## config.mk

```make
export PLATFORM = sky130hd
export DESIGN_NAME = priority_voice_slot_allocator
export DESIGN_NICKNAME = d
export VERILOG_FILES = /design/src/hdl/pvsa_pkg.sv /design/src/hdl/priority_voice_slot_allocator.sv
export SDC_FILE = /design/constraint.sdc
export NUM_CORES = 1
export LEC_CHECK = 0
export BUFFER_PORTS_ARGS = -buffer_cell sky130_fd_sc_hd__buf_4
export CAP_MARGIN = 20
export CORE_UTILIZATION = 35
export DETAILED_ROUTE_END_ITERATION = 10
export GPL_TIMING_DRIVEN = 0
export SKIP_LAST_GASP = 1
export SYNTH_ARGS = -nofsm -noshare
export SYNTH_HDL_FRONTEND = slang
export SYNTH_SLANG_ARGS = --single-unit
```

## constraint.sdc

```tcl
create_clock -name clock -period 11.5 [get_ports clock]
set_input_delay 1.15 -clock clock [delete_from_list [all_inputs] [get_ports clock]]
set_output_delay 1.15 -clock clock [all_outputs]
set_load 0.01 [all_outputs]
```

## src/hdl/pvsa_pkg.sv

```systemverilog
// Package for the priority voice slot allocator.
// Holds command and status codes, the slot entry layout and parameter defaults.
// No dependencies.
`timescale 1ns / 1ps

package pvsa_pkg;

   localparam int SLOTS_DEF = 8;

   localparam int CMD_W    = 2;
   localparam int RES_W    = 32;
   localparam int PRIO_W   = 8;
   localparam int HSLOT_W  = 3;
   localparam int GEN_W    = 16;
   localparam int STATUS_W = 3;

   localparam logic [PRIO_W-1:0] PRIO_MAX = '1;

   localparam logic [CMD_W-1:0] CMD_PLAY    = 2'd0;
   localparam logic [CMD_W-1:0] CMD_STOP    = 2'd1;
   localparam logic [CMD_W-1:0] CMD_RELEASE = 2'd2;

   localparam logic [STATUS_W-1:0] ST_TAKEN    = 3'd0;
   localparam logic [STATUS_W-1:0] ST_STOLEN   = 3'd1;
   localparam logic [STATUS_W-1:0] ST_REJECTED = 3'd2;
   localparam logic [STATUS_W-1:0] ST_STOPPED  = 3'd3;
   localparam logic [STATUS_W-1:0] ST_FADING   = 3'd4;
   localparam logic [STATUS_W-1:0] ST_STALE    = 3'd5;
   localparam logic [STATUS_W-1:0] ST_IGNORED  = 3'd6;

   typedef struct packed {
      logic [RES_W-1:0]  resource;
      logic [PRIO_W-1:0] priority_lvl;
      logic [GEN_W-1:0]  generation;
      logic              fading;
   } slot_entry_type;

endpackage

```

## src/hdl/priority_voice_slot_allocator.sv

```systemverilog
// Priority voice slot allocator: slot table in a synchronous RAM plus scan sequencer.
// Depends on pvsa_pkg.
`timescale 1ns / 1ps

// Keeps SLOTS voice slots in a one-read-port RAM with a per-slot busy bit (a cleared
// slot reads as all zero, so reset and clears need no sweep). One command at a time:
// a play request reads one slot per cycle from slot 0 until the first free slot or
// the end; stop and release read their one slot; a command that needs no read (zero
// resource, unused code, slot out of range) goes straight to its result. req_ready
// returns in the cycle after the result beat is loaded. The table is written back in
// the cycle the result beat is loaded, before the next command reads it. A finished
// result may wait in the output register while the next command is taken; that
// command's result then holds the sequencer until the waiting beat leaves.
module priority_voice_slot_allocator
   import pvsa_pkg::*;
#(
   parameter int SLOTS = SLOTS_DEF
) (
   input  logic                clock,
   input  logic                reset,
   input  logic                req_valid,
   output logic                req_ready,
   input  logic [CMD_W-1:0]    req_cmd,
   input  logic [RES_W-1:0]    req_resource,
   input  logic [PRIO_W-1:0]   req_priority_req,
   input  logic [HSLOT_W-1:0]  req_slot,
   input  logic [GEN_W-1:0]    req_generation,
   input  logic                req_fade_immediate,
   output logic                rsp_valid,
   input  logic                rsp_ready,
   output logic [STATUS_W-1:0] rsp_status,
   output logic                rsp_granted,
   output logic [HSLOT_W-1:0]  rsp_handle_slot,
   output logic [RES_W-1:0]    rsp_handle_resource,
   output logic [GEN_W-1:0]    rsp_handle_generation
);

   localparam int AW = (SLOTS > 1) ? $clog2(SLOTS) : 1;
   localparam int CW = $clog2(SLOTS + 1);

   typedef enum logic [3:0] {
      S_IDLE   = 4'b0001,
      S_SCAN   = 4'b0010,
      S_CHECK  = 4'b0100,
      S_RESULT = 4'b1000
   } state_type;

   state_type state_ff, state_in;

   // slot table
   slot_entry_type mem [SLOTS];
   logic [SLOTS-1:0] busy_ff;
   slot_entry_type   rd_data_ff;
   logic             rd_busy_ff;
   logic             rd_en;
   logic [AW-1:0]    rd_addr;
   logic             wr_en;

   // captured command
   logic [CMD_W-1:0]  cmd_ff, cmd_in;
   logic [RES_W-1:0]  res_ff, res_in;
   logic [PRIO_W-1:0] prio_ff, prio_in;
   logic [GEN_W-1:0]  gen_ff, gen_in;
   logic              imm_ff, imm_in;

   // scan bookkeeping
   logic [CW-1:0]     cnt_ff, cnt_in;
   logic              rdv_ff, rdv_in;
   logic [AW-1:0]     rd_idx_ff, rd_idx_in;
   logic [PRIO_W-1:0] low_prio_ff, low_prio_in;
   logic [AW-1:0]     low_idx_ff, low_idx_in;
   logic [GEN_W-1:0]  low_gen_ff, low_gen_in;

   // staged result and write-back
   logic [STATUS_W-1:0] st_status_ff, st_status_in;
   logic                st_granted_ff, st_granted_in;
   logic [HSLOT_W-1:0]  st_hslot_ff, st_hslot_in;
   logic [RES_W-1:0]    st_hres_ff, st_hres_in;
   logic [GEN_W-1:0]    st_hgen_ff, st_hgen_in;
   logic                wr_pend_ff, wr_pend_in;
   logic [AW-1:0]       wr_addr_ff, wr_addr_in;
   logic                wr_busy_ff, wr_busy_in;
   slot_entry_type      wr_data_ff, wr_data_in;

   // output register
   logic                rsp_valid_ff, rsp_valid_in;
   logic [STATUS_W-1:0] rsp_status_ff;
   logic                rsp_granted_ff;
   logic [HSLOT_W-1:0]  rsp_hslot_ff;
   logic [RES_W-1:0]    rsp_hres_ff;
   logic [GEN_W-1:0]    rsp_hgen_ff;
   logic                rsp_load;

   slot_entry_type entry;
   logic           slot_in_range;
   logic           req_accept;
   logic [GEN_W-1:0] next_gen;

   assign req_ready  = (state_ff == S_IDLE);
   assign req_accept = req_valid && req_ready;
   assign slot_in_range = (32'(req_slot) < SLOTS);

   // a slot without its busy bit reads as a cleared slot
   assign entry = rd_busy_ff ? rd_data_ff : '0;

   always_comb begin
      state_in      = state_ff;
      cmd_in        = cmd_ff;
      res_in        = res_ff;
      prio_in       = prio_ff;
      gen_in        = gen_ff;
      imm_in        = imm_ff;
      cnt_in        = cnt_ff;
      rdv_in        = 1'b0;
      rd_idx_in     = rd_idx_ff;
      low_prio_in   = low_prio_ff;
      low_idx_in    = low_idx_ff;
      low_gen_in    = low_gen_ff;
      st_status_in  = st_status_ff;
      st_granted_in = st_granted_ff;
      st_hslot_in   = st_hslot_ff;
      st_hres_in    = st_hres_ff;
      st_hgen_in    = st_hgen_ff;
      wr_pend_in    = wr_pend_ff;
      wr_addr_in    = wr_addr_ff;
      wr_busy_in    = wr_busy_ff;
      wr_data_in    = wr_data_ff;
      rd_en         = 1'b0;
      rd_addr       = '0;
      wr_en         = 1'b0;
      rsp_load      = 1'b0;
      next_gen      = '0;

      case (state_ff)
         S_IDLE: begin
            if (req_accept) begin
               cmd_in        = req_cmd;
               res_in        = req_resource;
               prio_in       = req_priority_req;
               gen_in        = req_generation;
               imm_in        = req_fade_immediate;
               st_status_in  = ST_IGNORED;
               st_granted_in = 1'b0;
               st_hslot_in   = '0;
               st_hres_in    = '0;
               st_hgen_in    = '0;
               wr_pend_in    = 1'b0;
               state_in      = S_RESULT;
               case (req_cmd)
                  CMD_PLAY: begin
                     if (req_resource != '0) begin
                        cnt_in      = '0;
                        low_prio_in = PRIO_MAX;
                        low_idx_in  = '0;
                        low_gen_in  = '0;
                        state_in    = S_SCAN;
                     end
                  end
                  CMD_STOP: begin
                     if (req_resource != '0) begin
                        if (!slot_in_range) begin
                           st_status_in = ST_STALE;
                        end else begin
                           rd_en    = 1'b1;
                           rd_addr  = AW'(req_slot);
                           state_in = S_CHECK;
                        end
                     end
                  end
                  CMD_RELEASE: begin
                     if (slot_in_range) begin
                        rd_en    = 1'b1;
                        rd_addr  = AW'(req_slot);
                        state_in = S_CHECK;
                     end
                  end
                  default: ;
               endcase
               wr_addr_in = AW'(req_slot);
            end
         end

         S_SCAN: begin
            // issue slot cnt while evaluating the slot read last cycle
            if (cnt_ff < CW'(SLOTS)) begin
               rd_en     = 1'b1;
               rd_addr   = AW'(cnt_ff);
               rd_idx_in = AW'(cnt_ff);
               cnt_in    = cnt_ff + 1'b1;
               rdv_in    = 1'b1;
            end
            if (rdv_ff) begin
               // ties go to the later slot
               if (entry.priority_lvl <= low_prio_ff) begin
                  low_prio_in = entry.priority_lvl;
                  low_idx_in  = rd_idx_ff;
                  low_gen_in  = entry.generation;
               end
               if (entry.resource == '0) begin
                  next_gen      = entry.generation + 1'b1;
                  st_status_in  = ST_TAKEN;
                  st_granted_in = 1'b1;
                  st_hslot_in   = HSLOT_W'(rd_idx_ff);
                  st_hres_in    = res_ff;
                  st_hgen_in    = next_gen;
                  wr_pend_in    = 1'b1;
                  wr_addr_in    = rd_idx_ff;
                  wr_busy_in    = 1'b1;
                  wr_data_in    = '{resource: res_ff, priority_lvl: prio_ff,
                                    generation: next_gen, fading: 1'b0};
                  state_in      = S_RESULT;
               end else if (rd_idx_ff == AW'(SLOTS - 1)) begin
                  if (low_prio_in < prio_ff) begin
                     next_gen      = low_gen_in + 1'b1;
                     st_status_in  = ST_STOLEN;
                     st_granted_in = 1'b1;
                     st_hslot_in   = HSLOT_W'(low_idx_in);
                     st_hres_in    = res_ff;
                     st_hgen_in    = next_gen;
                     wr_pend_in    = 1'b1;
                     wr_addr_in    = low_idx_in;
                     wr_busy_in    = 1'b1;
                     wr_data_in    = '{resource: res_ff, priority_lvl: prio_ff,
                                       generation: next_gen, fading: 1'b0};
                  end else begin
                     st_status_in = ST_REJECTED;
                  end
                  state_in = S_RESULT;
               end
            end
         end

         S_CHECK: begin
            wr_busy_in = 1'b0;
            wr_data_in = entry;
            if (cmd_ff == CMD_STOP) begin
               if (entry.resource != res_ff || entry.generation != gen_ff) begin
                  st_status_in = ST_STALE;
               end else if (imm_ff) begin
                  st_status_in = ST_STOPPED;
                  wr_pend_in   = 1'b1;
               end else begin
                  st_status_in      = ST_FADING;
                  wr_pend_in        = 1'b1;
                  wr_busy_in        = 1'b1;
                  wr_data_in.fading = 1'b1;
               end
            end else begin
               if (entry.resource == '0) begin
                  st_status_in = ST_IGNORED;
               end else begin
                  st_status_in = ST_STOPPED;
                  wr_pend_in   = 1'b1;
               end
            end
            state_in = S_RESULT;
         end

         S_RESULT: begin
            if (!rsp_valid_ff || rsp_ready) begin
               rsp_load = 1'b1;
               wr_en    = wr_pend_ff;
               state_in = S_IDLE;
            end
         end

         default: state_in = S_IDLE;
      endcase
   end

   always_comb begin
      rsp_valid_in = rsp_valid_ff;
      if (rsp_load) begin
         rsp_valid_in = 1'b1;
      end else if (rsp_ready) begin
         rsp_valid_in = 1'b0;
      end
   end

   // control state
   always_ff @(posedge clock) begin
      if (reset) begin
         state_ff     <= S_IDLE;
         rsp_valid_ff <= 1'b0;
         rdv_ff       <= 1'b0;
         wr_pend_ff   <= 1'b0;
      end else begin
         state_ff     <= state_in;
         rsp_valid_ff <= rsp_valid_in;
         rdv_ff       <= rdv_in;
         wr_pend_ff   <= wr_pend_in;
      end
   end

   // datapath registers
   always_ff @(posedge clock) begin
      cmd_ff        <= cmd_in;
      res_ff        <= res_in;
      prio_ff       <= prio_in;
      gen_ff        <= gen_in;
      imm_ff        <= imm_in;
      cnt_ff        <= cnt_in;
      rd_idx_ff     <= rd_idx_in;
      low_prio_ff   <= low_prio_in;
      low_idx_ff    <= low_idx_in;
      low_gen_ff    <= low_gen_in;
      st_status_ff  <= st_status_in;
      st_granted_ff <= st_granted_in;
      st_hslot_ff   <= st_hslot_in;
      st_hres_ff    <= st_hres_in;
      st_hgen_ff    <= st_hgen_in;
      wr_addr_ff    <= wr_addr_in;
      wr_busy_ff    <= wr_busy_in;
      wr_data_ff    <= wr_data_in;
      if (rsp_load) begin
         rsp_status_ff  <= st_status_ff;
         rsp_granted_ff <= st_granted_ff;
         rsp_hslot_ff   <= st_hslot_ff;
         rsp_hres_ff    <= st_hres_ff;
         rsp_hgen_ff    <= st_hgen_ff;
      end
   end

   // slot RAM, registered read
   always_ff @(posedge clock) begin
      if (wr_en) begin
         mem[wr_addr_ff] <= wr_data_ff;
      end
      if (rd_en) begin
         rd_data_ff <= mem[rd_addr];
      end
   end

   // busy bits: clearing a slot only drops its bit
   always_ff @(posedge clock) begin
      if (reset) begin
         busy_ff    <= '0;
         rd_busy_ff <= 1'b0;
      end else begin
         if (wr_en) begin
            busy_ff[wr_addr_ff] <= wr_busy_ff;
         end
         if (rd_en) begin
            rd_busy_ff <= busy_ff[rd_addr];
         end
      end
   end

   assign rsp_valid             = rsp_valid_ff;
   assign rsp_status            = rsp_status_ff;
   assign rsp_granted           = rsp_granted_ff;
   assign rsp_handle_slot       = rsp_hslot_ff;
   assign rsp_handle_resource   = rsp_hres_ff;
   assign rsp_handle_generation = rsp_hgen_ff;

endmodule

```

Word-level counts from Yosys, hierarchy flattened
Memory sizes are Yosys's and may differ from the RTL's. A register that Yosys moved wholly into a read port is not among the register bits.
Cells that the tools add are included.
Widths: inputs -> output; s select.
{ "totals": {"latchBits": 0, "memories": 1, "mem_bits_ro": 0, "ff_bits": 280, "mem_bits_rw": 456} }
{ "op_classes": {"n_shift": 0, "n_addsub": 3, "bitwise": 1, "mul": 0, "mux": 112, "div": 0, "eq_ne": 20, "n_lt_le_gt_ge": 6, "n_reduce_logical": 22} }
{ "memory_table": {"columns": ["name", "words", "width", "read_ports", "rd_clocked_by_memory_dff", "write_ports", "line_no", "source"], "rows": [
  ["mem", 8, 57, 1, 1, 1, "priority_voice_slot_allocator.sv:51", "slot_entry_type mem [SLOTS];"]
]} }
{ "ops": {"columns": ["cell", "count"], "rows": [
  ["$mux 57", 5],
  ["$mux 16", 12],
  ["$mux 32", 5],
  ["$pmux 57 s2", 1],
  ["$mux 3", 22],
  ["$pmux 16 s2", 2],
  ["$pmux 32 s2", 1],
  ["$mux 8", 7],
  ["$mux 4", 11],
  ["$add 16x1->16 const B", 2],
  ["$logic_not 32->1", 1],
  ["$ne 32x32->1", 1],
  ["$reduce_bool 32->1", 1],
  ["$pmux 3 s2", 5],
  ["$mux 1", 27],
  ["$ne 16x16->1", 1],
  ["$pmux 4 s4", 1],
  ["$pmux 8 s2", 1],
  ["$reduce_and 5->1", 3],
  ["$ne 3x3->1 const B", 4],
  ["$pmux 4 s3", 1],
  ["$reduce_and 4->1", 3],
  ["$pmux 3 s3", 1],
  ["$bwmux 8", 1],
  ["other kinds (31)", 45]
]} }

Logic depth before layout (Yosys ltp)
Gate-level depths: netlist (run 1).
{ "depth": {"word_depth": 11, "ltp_mapped": 23, "ltp_nobuf": 16} }

Worst setup path before layout (run 1)
No wires, ideal clock.
{ "synth_path": {"path_type": "input to register", "start": "input rsp_ready", "end": "register busy_ff[0]", "setup_time_ns": 0.128, "setup_slack_ns": 2.442, "arrival_ns": 8.930, "stages": 6, "t_required_ns": 11.372, "path_cell_list": "nand2b_1 nor2b_1 nand3b_1 nor3_1 mux2i_1 nor2_1"} }
{ "synth_via": {"elab_chain_cells": 3} }
{ "synth_rtl": {"columns": ["element", "line_no", "source"], "rows": [
  ["start: declaration", "priority_voice_slot_allocator.sv:30", "input logic rsp_ready,"],
  ["$logic_or 1x1->1", "priority_voice_slot_allocator.sv:260", "if (!rsp_valid_ff || rsp_ready) begin"],
  ["$mux 1", "priority_voice_slot_allocator.sv:260", null],
  ["$mux 1", "priority_voice_slot_allocator.sv:134", "case (state_ff)"],
  ["end signal: indexed assignment", "priority_voice_slot_allocator.sv:341", "busy_ff[wr_addr_ff] <= wr_busy_ff;"],
  ["end: declaration", "priority_voice_slot_allocator.sv:52", "logic [SLOTS-1:0] busy_ff;"]
]} }
No other way between the ends.
A chain may end at the register's enable or synchronous reset.

Worst setup path in the final report (run 1)
{ "layout_path": {"start": "register rd_busy_ff", "end": "register st_hres_ff[23] (enable)"} }
{ "layout_via": {"elab_chain_cells": 8, "elab_cells_between_ends": 10, "classes_between": "order compare: 2; eq/ne: 2; mux: 4; reduce/logical: 2"} }
{ "layout_rtl": {"columns": ["element", "line_no", "source"], "rows": [
  ["start: declaration", "priority_voice_slot_allocator.sv:54", "logic rd_busy_ff;"],
  ["start signal: assignment", "priority_voice_slot_allocator.sv:344", "rd_busy_ff <= busy_ff[rd_addr];"],
  ["$mux 57 (*)", "priority_voice_slot_allocator.sv:104", "assign entry = rd_busy_ff ? rd_data_ff : '0;"],
  ["$le 8x8->1", "priority_voice_slot_allocator.sv:194", "if (entry.priority_lvl <= low_prio_ff) begin"],
  ["$mux 8", "priority_voice_slot_allocator.sv:194", null],
  ["$mux 8", "priority_voice_slot_allocator.sv:192", "if (rdv_ff) begin"],
  ["$mux 8", "priority_voice_slot_allocator.sv:134", null],
  ["$lt 8x8->1", "priority_voice_slot_allocator.sv:213", "if (low_prio_in < prio_ff) begin"],
  ["$ne 3x3->1 (no line)", null, null],
  ["$reduce_and 5->1 (no line) (*)", null, null],
  ["end signal: assignment", "priority_voice_slot_allocator.sv:310", "st_hres_ff <= st_hres_in;"],
  ["end: declaration", "priority_voice_slot_allocator.sv:78", "logic [RES_W-1:0] st_hres_ff, st_hres_in;"]
]} }
Every way passes the cells marked *; elsewhere a longest branch is shown, timed or not. The select of a mux whose other input is x is not followed.

==> results of run 1 <==
==> per-layer routing <==
metal,up-vias,track usage (%),wire length [um]
li1,9667,-,-
met4,0,5.79,2600
met2,923,32.5,45600
met3,167,3.20,6530
met1,11016,27.2,40100
met5,-,0,0
==> report_power, final <==
part	leakage, nW	internal, W	switching, W	total [W]
clock	1.22	0.00142	0.00109	0.00251
combinational	4.40	0.000141	0.000304	0.000446
sequential	7.13	0.00328	0.000104	0.00338
total	12.8	0.00484	0.00150	0.00634
==> sequential cells by signal, summed over array words and instances (netlist names), 4 cells and up <==
signal,flops
res_ff,32
st_hres_ff,32
low_gen_ff,16
cnt_ff,4
mem,448
rd_data_ff,56
st_hgen_ff,16
prio_ff,8
rsp_handle_resource,32
wr_data_ff,56
rsp_handle_generation,16
busy_ff,8
low_prio_ff,8
gen_ff,16
state_ff,4
==> final cells by class <==
type / count / share of cell area, %
clock inverters: 45 / 1.12
plain buffers: 150 / 1.77
clock buffers: 99 / 5.44
multi-input cells: 1472 / 22.2
repair buffers: 152 / 3.82
inverters: 28 / 0.282
well taps: 1243 / 4.08
flip-flops and latches: 783 / 61.3
==> cell families (layout without fill, tap and decap cells) <==
logic type,after synthesis,after routing,share of synthesized area [%]
DFF,783,783,71.9
and+or+nand+nor,992,992,14.4
xor gates and xnor gates,47,47,1.27
muxes,17,17,0.554
adders and majority gates,19,19,0.732
AOI/OAI and AO/OA,397,397,8.78
buffers and inverters,178,474,2.40
==> worst paths after layout <==
check	startpoint	to	slack, ns	cells past startpoint
hold / removal	st_hgen_ff[14]	rsp_handle_generation[14]	0.42	0
setup reg to reg	rd_busy_ff	st_hres_ff[23]	2.66	23
hold reg to reg	st_hgen_ff[14]	rsp_handle_generation[14]	0.42	0
setup / recovery	rd_busy_ff	st_hres_ff[23]	2.66	23
==> cells in the mapped netlist, types with 8 or more instances <==
cell type,count
o21a_1,16
buf_1,11
xnor2_1,15
ha_1,19
a21oi_1,61
o21ai_0,60
dfxtp_1,16
a31o_1,34
or2_2,10
a311oi_1,56
nand4b_1,23
nand2_1,487
xor2_1,32
nand4_1,13
buf_2,47
nor4_1,21
mux2i_1,9
and2_1,47
clkbuf_1,81
nand3_1,187
inv_1,28
and3_1,64
nor2b_1,10
edfxtp_1,767
o22ai_1,29
nor3_1,33
buf_4,8
a31o_2,23
nor2_1,68
a21o_1,10
a211oi_1,61
==> cell usage in the layout, fill, tap and decap left out, drive strengths merged, types with 10 or more instances in the layout <==
master,instances
a211oi,61
a21o,10
a21oi,61
a311oi,56
a31o,57
and2,48
and3,64
buf,221
clkbuf,180
clkinv,34
dfxtp,16
edfxtp,767
ha,19
inv,32
nand2,488
nand3,187
nand4,13
nand4b,23
nor2,69
nor2b,10
nor3,34
nor4,21
o21a,16
o21ai,62
o22ai,29
or2,11
xnor2,15
xor2,32
==> stage by stage <==
| step | total power, W | TNS (ns) | hold WS [ns] | instance area (um2) |
|---|---|---|---|---|
| 3_3_place_gp | 0.00386 | -462.38 | 0.404 | 35000 |
| 2_1_floorplan | 0.00364 | 0 | 0.400 | 32500 |
| 4_1_cts | 0.00638 | 0 | 0.420 | 38100 |
| 3_5_place_dp | 0.00388 | 0 | 0.405 | 35600 |
| 6_report | 0.00634 | 0 | 0.417 | 38100 |
| 5_1_grt | 0.00652 | 0 | 0.420 | 38100 |
==> reports/summary.txt, run 1 <==
Dpl hpwl = 67.4 mm
Post-synth ARST share = 0%
Post-CTS setup buffers = 0
Routability cong. = 0.924
Nets = 2751
Dpl ws = 2.98 ns
Final Slew Violations = 0
Num CTS Buffers = 79
Number of nets produced by synthesis = 2518
Top cells by area, synth = edfxtp_1 71%, nand2_1 5.6%, nand3_1 2.9%
Final Non-Filler Cells = 3972
CP required = 11.83 ns
Top cell type's share of synthesized area = 70.9%
WL final = 94.8 mm
Initial antenna violation count = 1
Status = complete, no violations
Sequential fraction of the synthesis area = 71.9%
Largest net degree at the start of global routing = 57
IR drop worst, VDD = 0.0000996 V
Cell taking the most area after synthesis = edfxtp_1
Final Hold Vio Count = 0
ANT nets after route = 0
Tcrit/Tclk final = 76.9%
Detailed Routing Iterations Pass 1 = 6
Worst-path cell chain = buf_2 > buf_2 > buf_2 > clkbuf_1 > clkbuf_1 > and2_1 > ha_1 > a21oi_1 > o2111ai_1 > a31o_2 > nand2_1 > clkbuf_1 > nand2_1 > o21ai_0 > ha_1 > a21o_1 > a21o_1 > a21o_1 > a2111oi_0 > nor3b_1 > or2_2 > o211a_2 > buf_12
# clock sinks = 783
Post-route DRC = 0
Slowest stage delay, CP = 0.85 ns
CTS clk-pin slew, worst paths = 0.06 ns
Die area = 94100 um2
Global-route wire length before repair = 139 mm
Dpl cells = 3828
Critical path class = flop to flop
Worst slew pin tran = 1.07 ns
Syn. warnings = 0
TritonCTS clock tree = built
Synth cell types = 73
RSZ-0062 raised after global routing = no
Worst Path Max Fanout = 33
Clk_skew = 0.0226 ns
Post-synthesis cell count = 2433
Largest delay share family, worst path = buffers and inverters
Via count = 21773
Ys flop type = edfxtp_1
Area of the multi-input gates = 8460 um2
Rows = 111
Slew HR = 26.5%
Max-cap violations = 0
Highest-delay cell along the critical path = a2111oi_0
Ratio of cells with drive above 1 in the final layout = 14.1%
Core area = 91800 um2
Root Driver = clkbuf_16
Register area = 23400 um2
F_max = 113 MHz
Die Y = 307 um
Critical path startpoint category = flop
Min Tclk post-route = 8.84 ns
Mapped Area = 32500 um2
Hold/Removal Path Class = flop to flop
Top-Level Pins = 123
Leak Pwr = 12.8 nW
Clock tree buffer depth = 3
Die W = 307 um
# hold bufs at CTS = 0
WP data arrival = 9.17 ns
Post-DR vias/cell = 5.48
# port buffers = 122
Pwr per Cell Area = 166 nW/um2
Vias in the first global route = 21195
Worst Setup End Kind = flop
WL/cell = 23.9 um
Post-route setup slack = 2.66 ns
Ant. Diodes = 0
Buf+Inv Stages, Crit Path = 7
Initial detailed-routing violation count = 2594
Setup violators final = 0
Fill cell count = 8364
H-Tree Depth = 3
Total GRT Usage = 19.9%
Later-pin clock latency in the skew report = 0.65 ns
Seq cells post-synth = 783
EDFF count, synth = 767
Layout area overhead = 17.2%
Post-synthesis area per instance = 13.4 um2
Finished Core Util = 41.5%
Total gr overflow = 0
Initial Utilization = 35.4%
Post_cts resized = 0
No activity file was read; power rests on OpenSTA's default activity.
==> run 2: changes to the inputs <==
- ABC_AREA: not set -> 1
- clock period: 11.5 -> 9.1 ns (I/O delays scaled with it)
==> reports/summary.txt, run 2 <==
Initial Utilization = 35.4% (about the same)
RSZ-0062 raised after global routing = no
Tcrit/Tclk final = 83.3% (+6.4 points)
# clock sinks = 783 (unchanged)
Number of nets produced by synthesis = 2732 (+8.5%)
Die Y = 304 um (-0.92%)
# port buffers = 122 (unchanged)
IR drop worst, VDD = 0.000157 V (+58%)
R2R cell count = 25 (+8.7%)
EDFF count, synth = 767 (unchanged)
Finished Core Util = 41.5% (about the same)
Die W = 304 um (-0.92%)
Commonest cells after routing, fill and taps aside = 767 x edfxtp_1, 576 x nor2_1, 346 x nand2_1
Fin area = 37400 um2 (-1.8%)
Die area = 92400 um2 (-1.8%)
Vias in the first global route = 20054 (-5.4%)
Top-Level Pins = 123 (unchanged)
Nets = 2959 (+7.6%)
Core area = 90100 um2 (-1.8%)
WL final = 85.5 mm (-9.8%)
Rows = 110 (-0.90%)
Worst Setup End Kind = flop
Critical path class = flop to flop
Cell taking the most area after synthesis = edfxtp_1
Dpl ws = 1.55 ns (-1.42 ns)
CP required = 9.40 ns (-2.43 ns)
Combinational share of power = 18.6% (+12 points)
Placed Area = 34900 um2 (-1.9%)
TritonCTS clock tree = built
# hold bufs at CTS = 0 (unchanged)
Clock power frac = 32.8% (-6.9 points)
Worst Path Max Fanout = 24 (-27%)
Seq cells post-synth = 783 (unchanged)
Post-synth ARST share = 0% (unchanged)
Post-CTS setup buffers = 0 (unchanged)
Total power = 0.00970 W (+53%)
Critical path startpoint category = flop
Internal = 0.00689 W (+42%)
Post-route DRC = 0 (unchanged)
Net Switching = 0.00281 W (+87%)
Post-synthesis area per instance = 12.1 um2 (-9.8%)
Net Sw Frac = 28.9% (+5.3 points)
ANT nets after route = 0 (unchanged)
Total GRT Usage = 18.4% (-1.5 points)
F_max = 132 MHz (+17%)
Syn. warnings = 0 (unchanged)
Largest net degree at the start of global routing = 42 (-26%)
Max reg flops = 448 (unchanged)
Fill cell count = 8303 (-0.73%)
Worst slew pin tran = 1.10 ns (+0.0258 ns)
Largest regs = mem (448), rd_data_ff (56), wr_data_ff (56)
Hold Path Cell Cnt = 0 (unchanged)
Dpl hpwl = 57.0 mm (-15%)
Synth cell types = 47 (-36%)
Clk_skew = 0.0336 ns (+0.0110 ns)
Sequential share of power = 48.6% (-4.7 points)
Top cells by area, synth = edfxtp_1 72%, nor2_1 6.9%, o21ai_0 4.4%
Post-DR vias/cell = 5.06 (-7.7%)
Most frequent cell after synthesis = edfxtp_1
Min Tclk post-route = 7.58 ns (-1.26 ns)
WL/cell = 20.8 um (-13%)
Leak Pwr = 13.2 nW (+3.8%)
Max-cap violations = 0 (unchanged)
Initial antenna violation count = 0 (-1)
Ratio of cells with drive above 1 in the final layout = 12.8% (-1.3 points)
Root Driver = clkbuf_16
Setup violators final = 0 (unchanged)
Slew HR = 26.2% (-0.31 points)
H-Tree Depth = 3 (unchanged)
Clock tree buffer depth = 3 (unchanged)
Ant. Diodes = 0 (unchanged)
Via count = 20779 (-4.6%)
Post-route setup slack = 1.52 ns (-1.14 ns)
Pwr per Cell Area = 259 nW/um2 (+56%)
Final Slew Violations = 0 (unchanged)
Status = complete, no violations
Top cell type's share of synthesized area = 72.2% (+1.3 points)
Post-synthesis cell count = 2647 (+8.8%)
Later-pin clock latency in the skew report = 0.64 ns (about the same)
Ys flop type = edfxtp_1
Hold/Removal Path Class = flop to flop
CTS clk-pin slew, worst paths = 0.06 ns (about the same)
Num CTS Buffers = 79 (unchanged)
Global-route wire length before repair = 127 mm (-8.6%)
Routability cong. = 0.834 (-9.7%)
Final Hold Vio Count = 0 (unchanged)
Detailed Routing Iterations Pass 1 = 6 (unchanged)
WP data arrival = 7.89 ns (-1.28 ns)
Mapped Area = 31900 um2 (-1.8%)
Layout area overhead = 17.2% (about the same)
Initial detailed-routing violation count = 2078 (-20%)
Post_cts resized = 0 (unchanged)
Sequential fraction of the synthesis area = 73.2% (+1.3 points)
Total gr overflow = 0 (unchanged)
Commonest non-fill, non-tap cell in the layout = edfxtp_1
Top post-synthesis cells by count = 767 x edfxtp_1, 587 x nor2_1, 347 x nand2_1
Most flops, register = mem
-- run 2: changes by cell type after synthesis, moves of 29 or more --
cell and delta:
a311oi_1 -56, and3_1 -62, nor3_1 +83, o21ai_1 +35, nand2_1 -140, nand3_1 -130, inv_1 +90, o21ai_0 +221
a31o_1 -34, nor2_1 +519, and2_1 -47, o22ai_1 -29, a211oi_1 -60, a21oi_1 -32
-- run 2: power by group through the flow --
stage | Sequential [W] | Combinational, W | Clock [W]
floorplan | 0.00474 | 0.00110 | 0
global placement | 0.00485 | 0.00168 | 0
detailed placement | 0.00479 | 0.00180 | 0
CTS | 0.00472 | 0.00181 | 0.00323
global route | 0.00475 | 0.00198 | 0.00337
finish | 0.00472 | 0.00180 | 0.00318
-- run 2: layout make-up --
type / count / area (um2) / area share, %
Clock inverter: 32 / 324 / 0.867
Tap cell: 1176 / 1470 / 3.93
Clock buffer: 106 / 2160 / 5.78
Buffer: 127 / 614 / 1.64
Sequential cell: 783 / 23400 / 62.4
Timing Repair Buffer: 146 / 1440 / 3.84
Multi-Input combinational cell: 1608 / 7550 / 20.2
Inverter: 129 / 489 / 1.31
-- run 2: stage by stage --
step                      hold slack (ns)  setup TNS (ns)  cells
after floorplan                     0.400               0   2647
after global placement              0.401        -1048.64   3945
after detailed placement            0.405               0   3969
after CTS                           0.417               0   4107
after global routing                0.425               0   4107
final                               0.412               0   4107
-- run 2: cells by family (layout without fill, tap and decap cells) --
kind of cell,count (synthesis),count (layout),share of synthesized area [%]
buf+inv,256,540,3.45
flops,783,783,73.2
simple gates,1182,1182,15.5
xor+xnor,43,43,1.18
compound gates,364,364,5.93
fa+ha+maj,19,19,0.745
-- run 2: path summary, 6_finish.rpt --
kind | start | endpoint | slack (ns)
max reg2reg | rd_busy_ff | wr_data_ff[25] | 1.52
max | rd_busy_ff | wr_data_ff[25] | 1.52
min | st_hslot_ff[0] | rsp_handle_slot[0] | 0.41
min reg2reg | st_hslot_ff[0] | rsp_handle_slot[0] | 0.41
-- run 2: per-layer routing --
layer	GRT usage, %	routed length [um]	vias to the layer above	part of all wire [%]
met2	30.6	41100	795	48
met3	2.17	5720	129	6.7
met1	24.9	36500	10169	43
li1	-	-	9686	-
met4	6.36	2300	0	2.7
met5	0	0	-	0
-- run 2: worst max-delay path: stages, from the launching register on --
cell and delay (ns):
dfxtp_1 0.33, buf_6 0.14, buf_6 0.18, buf_4 0.26
buf_2 0.27, buf_1 0.73, nand2_1 0.23, inv_1 0.14
ha_1 0.13, nand2_1 0.05, nor2_1 0.16, nand2_1 0.29
nand2_1 0.20, buf_2 0.28, clkbuf_1 0.56, o21ai_0 0.23
ha_1 0.34, a21oi_1 0.17, nor2_1 0.06, a211oi_1 0.85
nand2_1 0.27, nand2_1 0.19, nand2_1 0.11, nor2_4 0.53
buf_16 0.25, buf_12 0.23
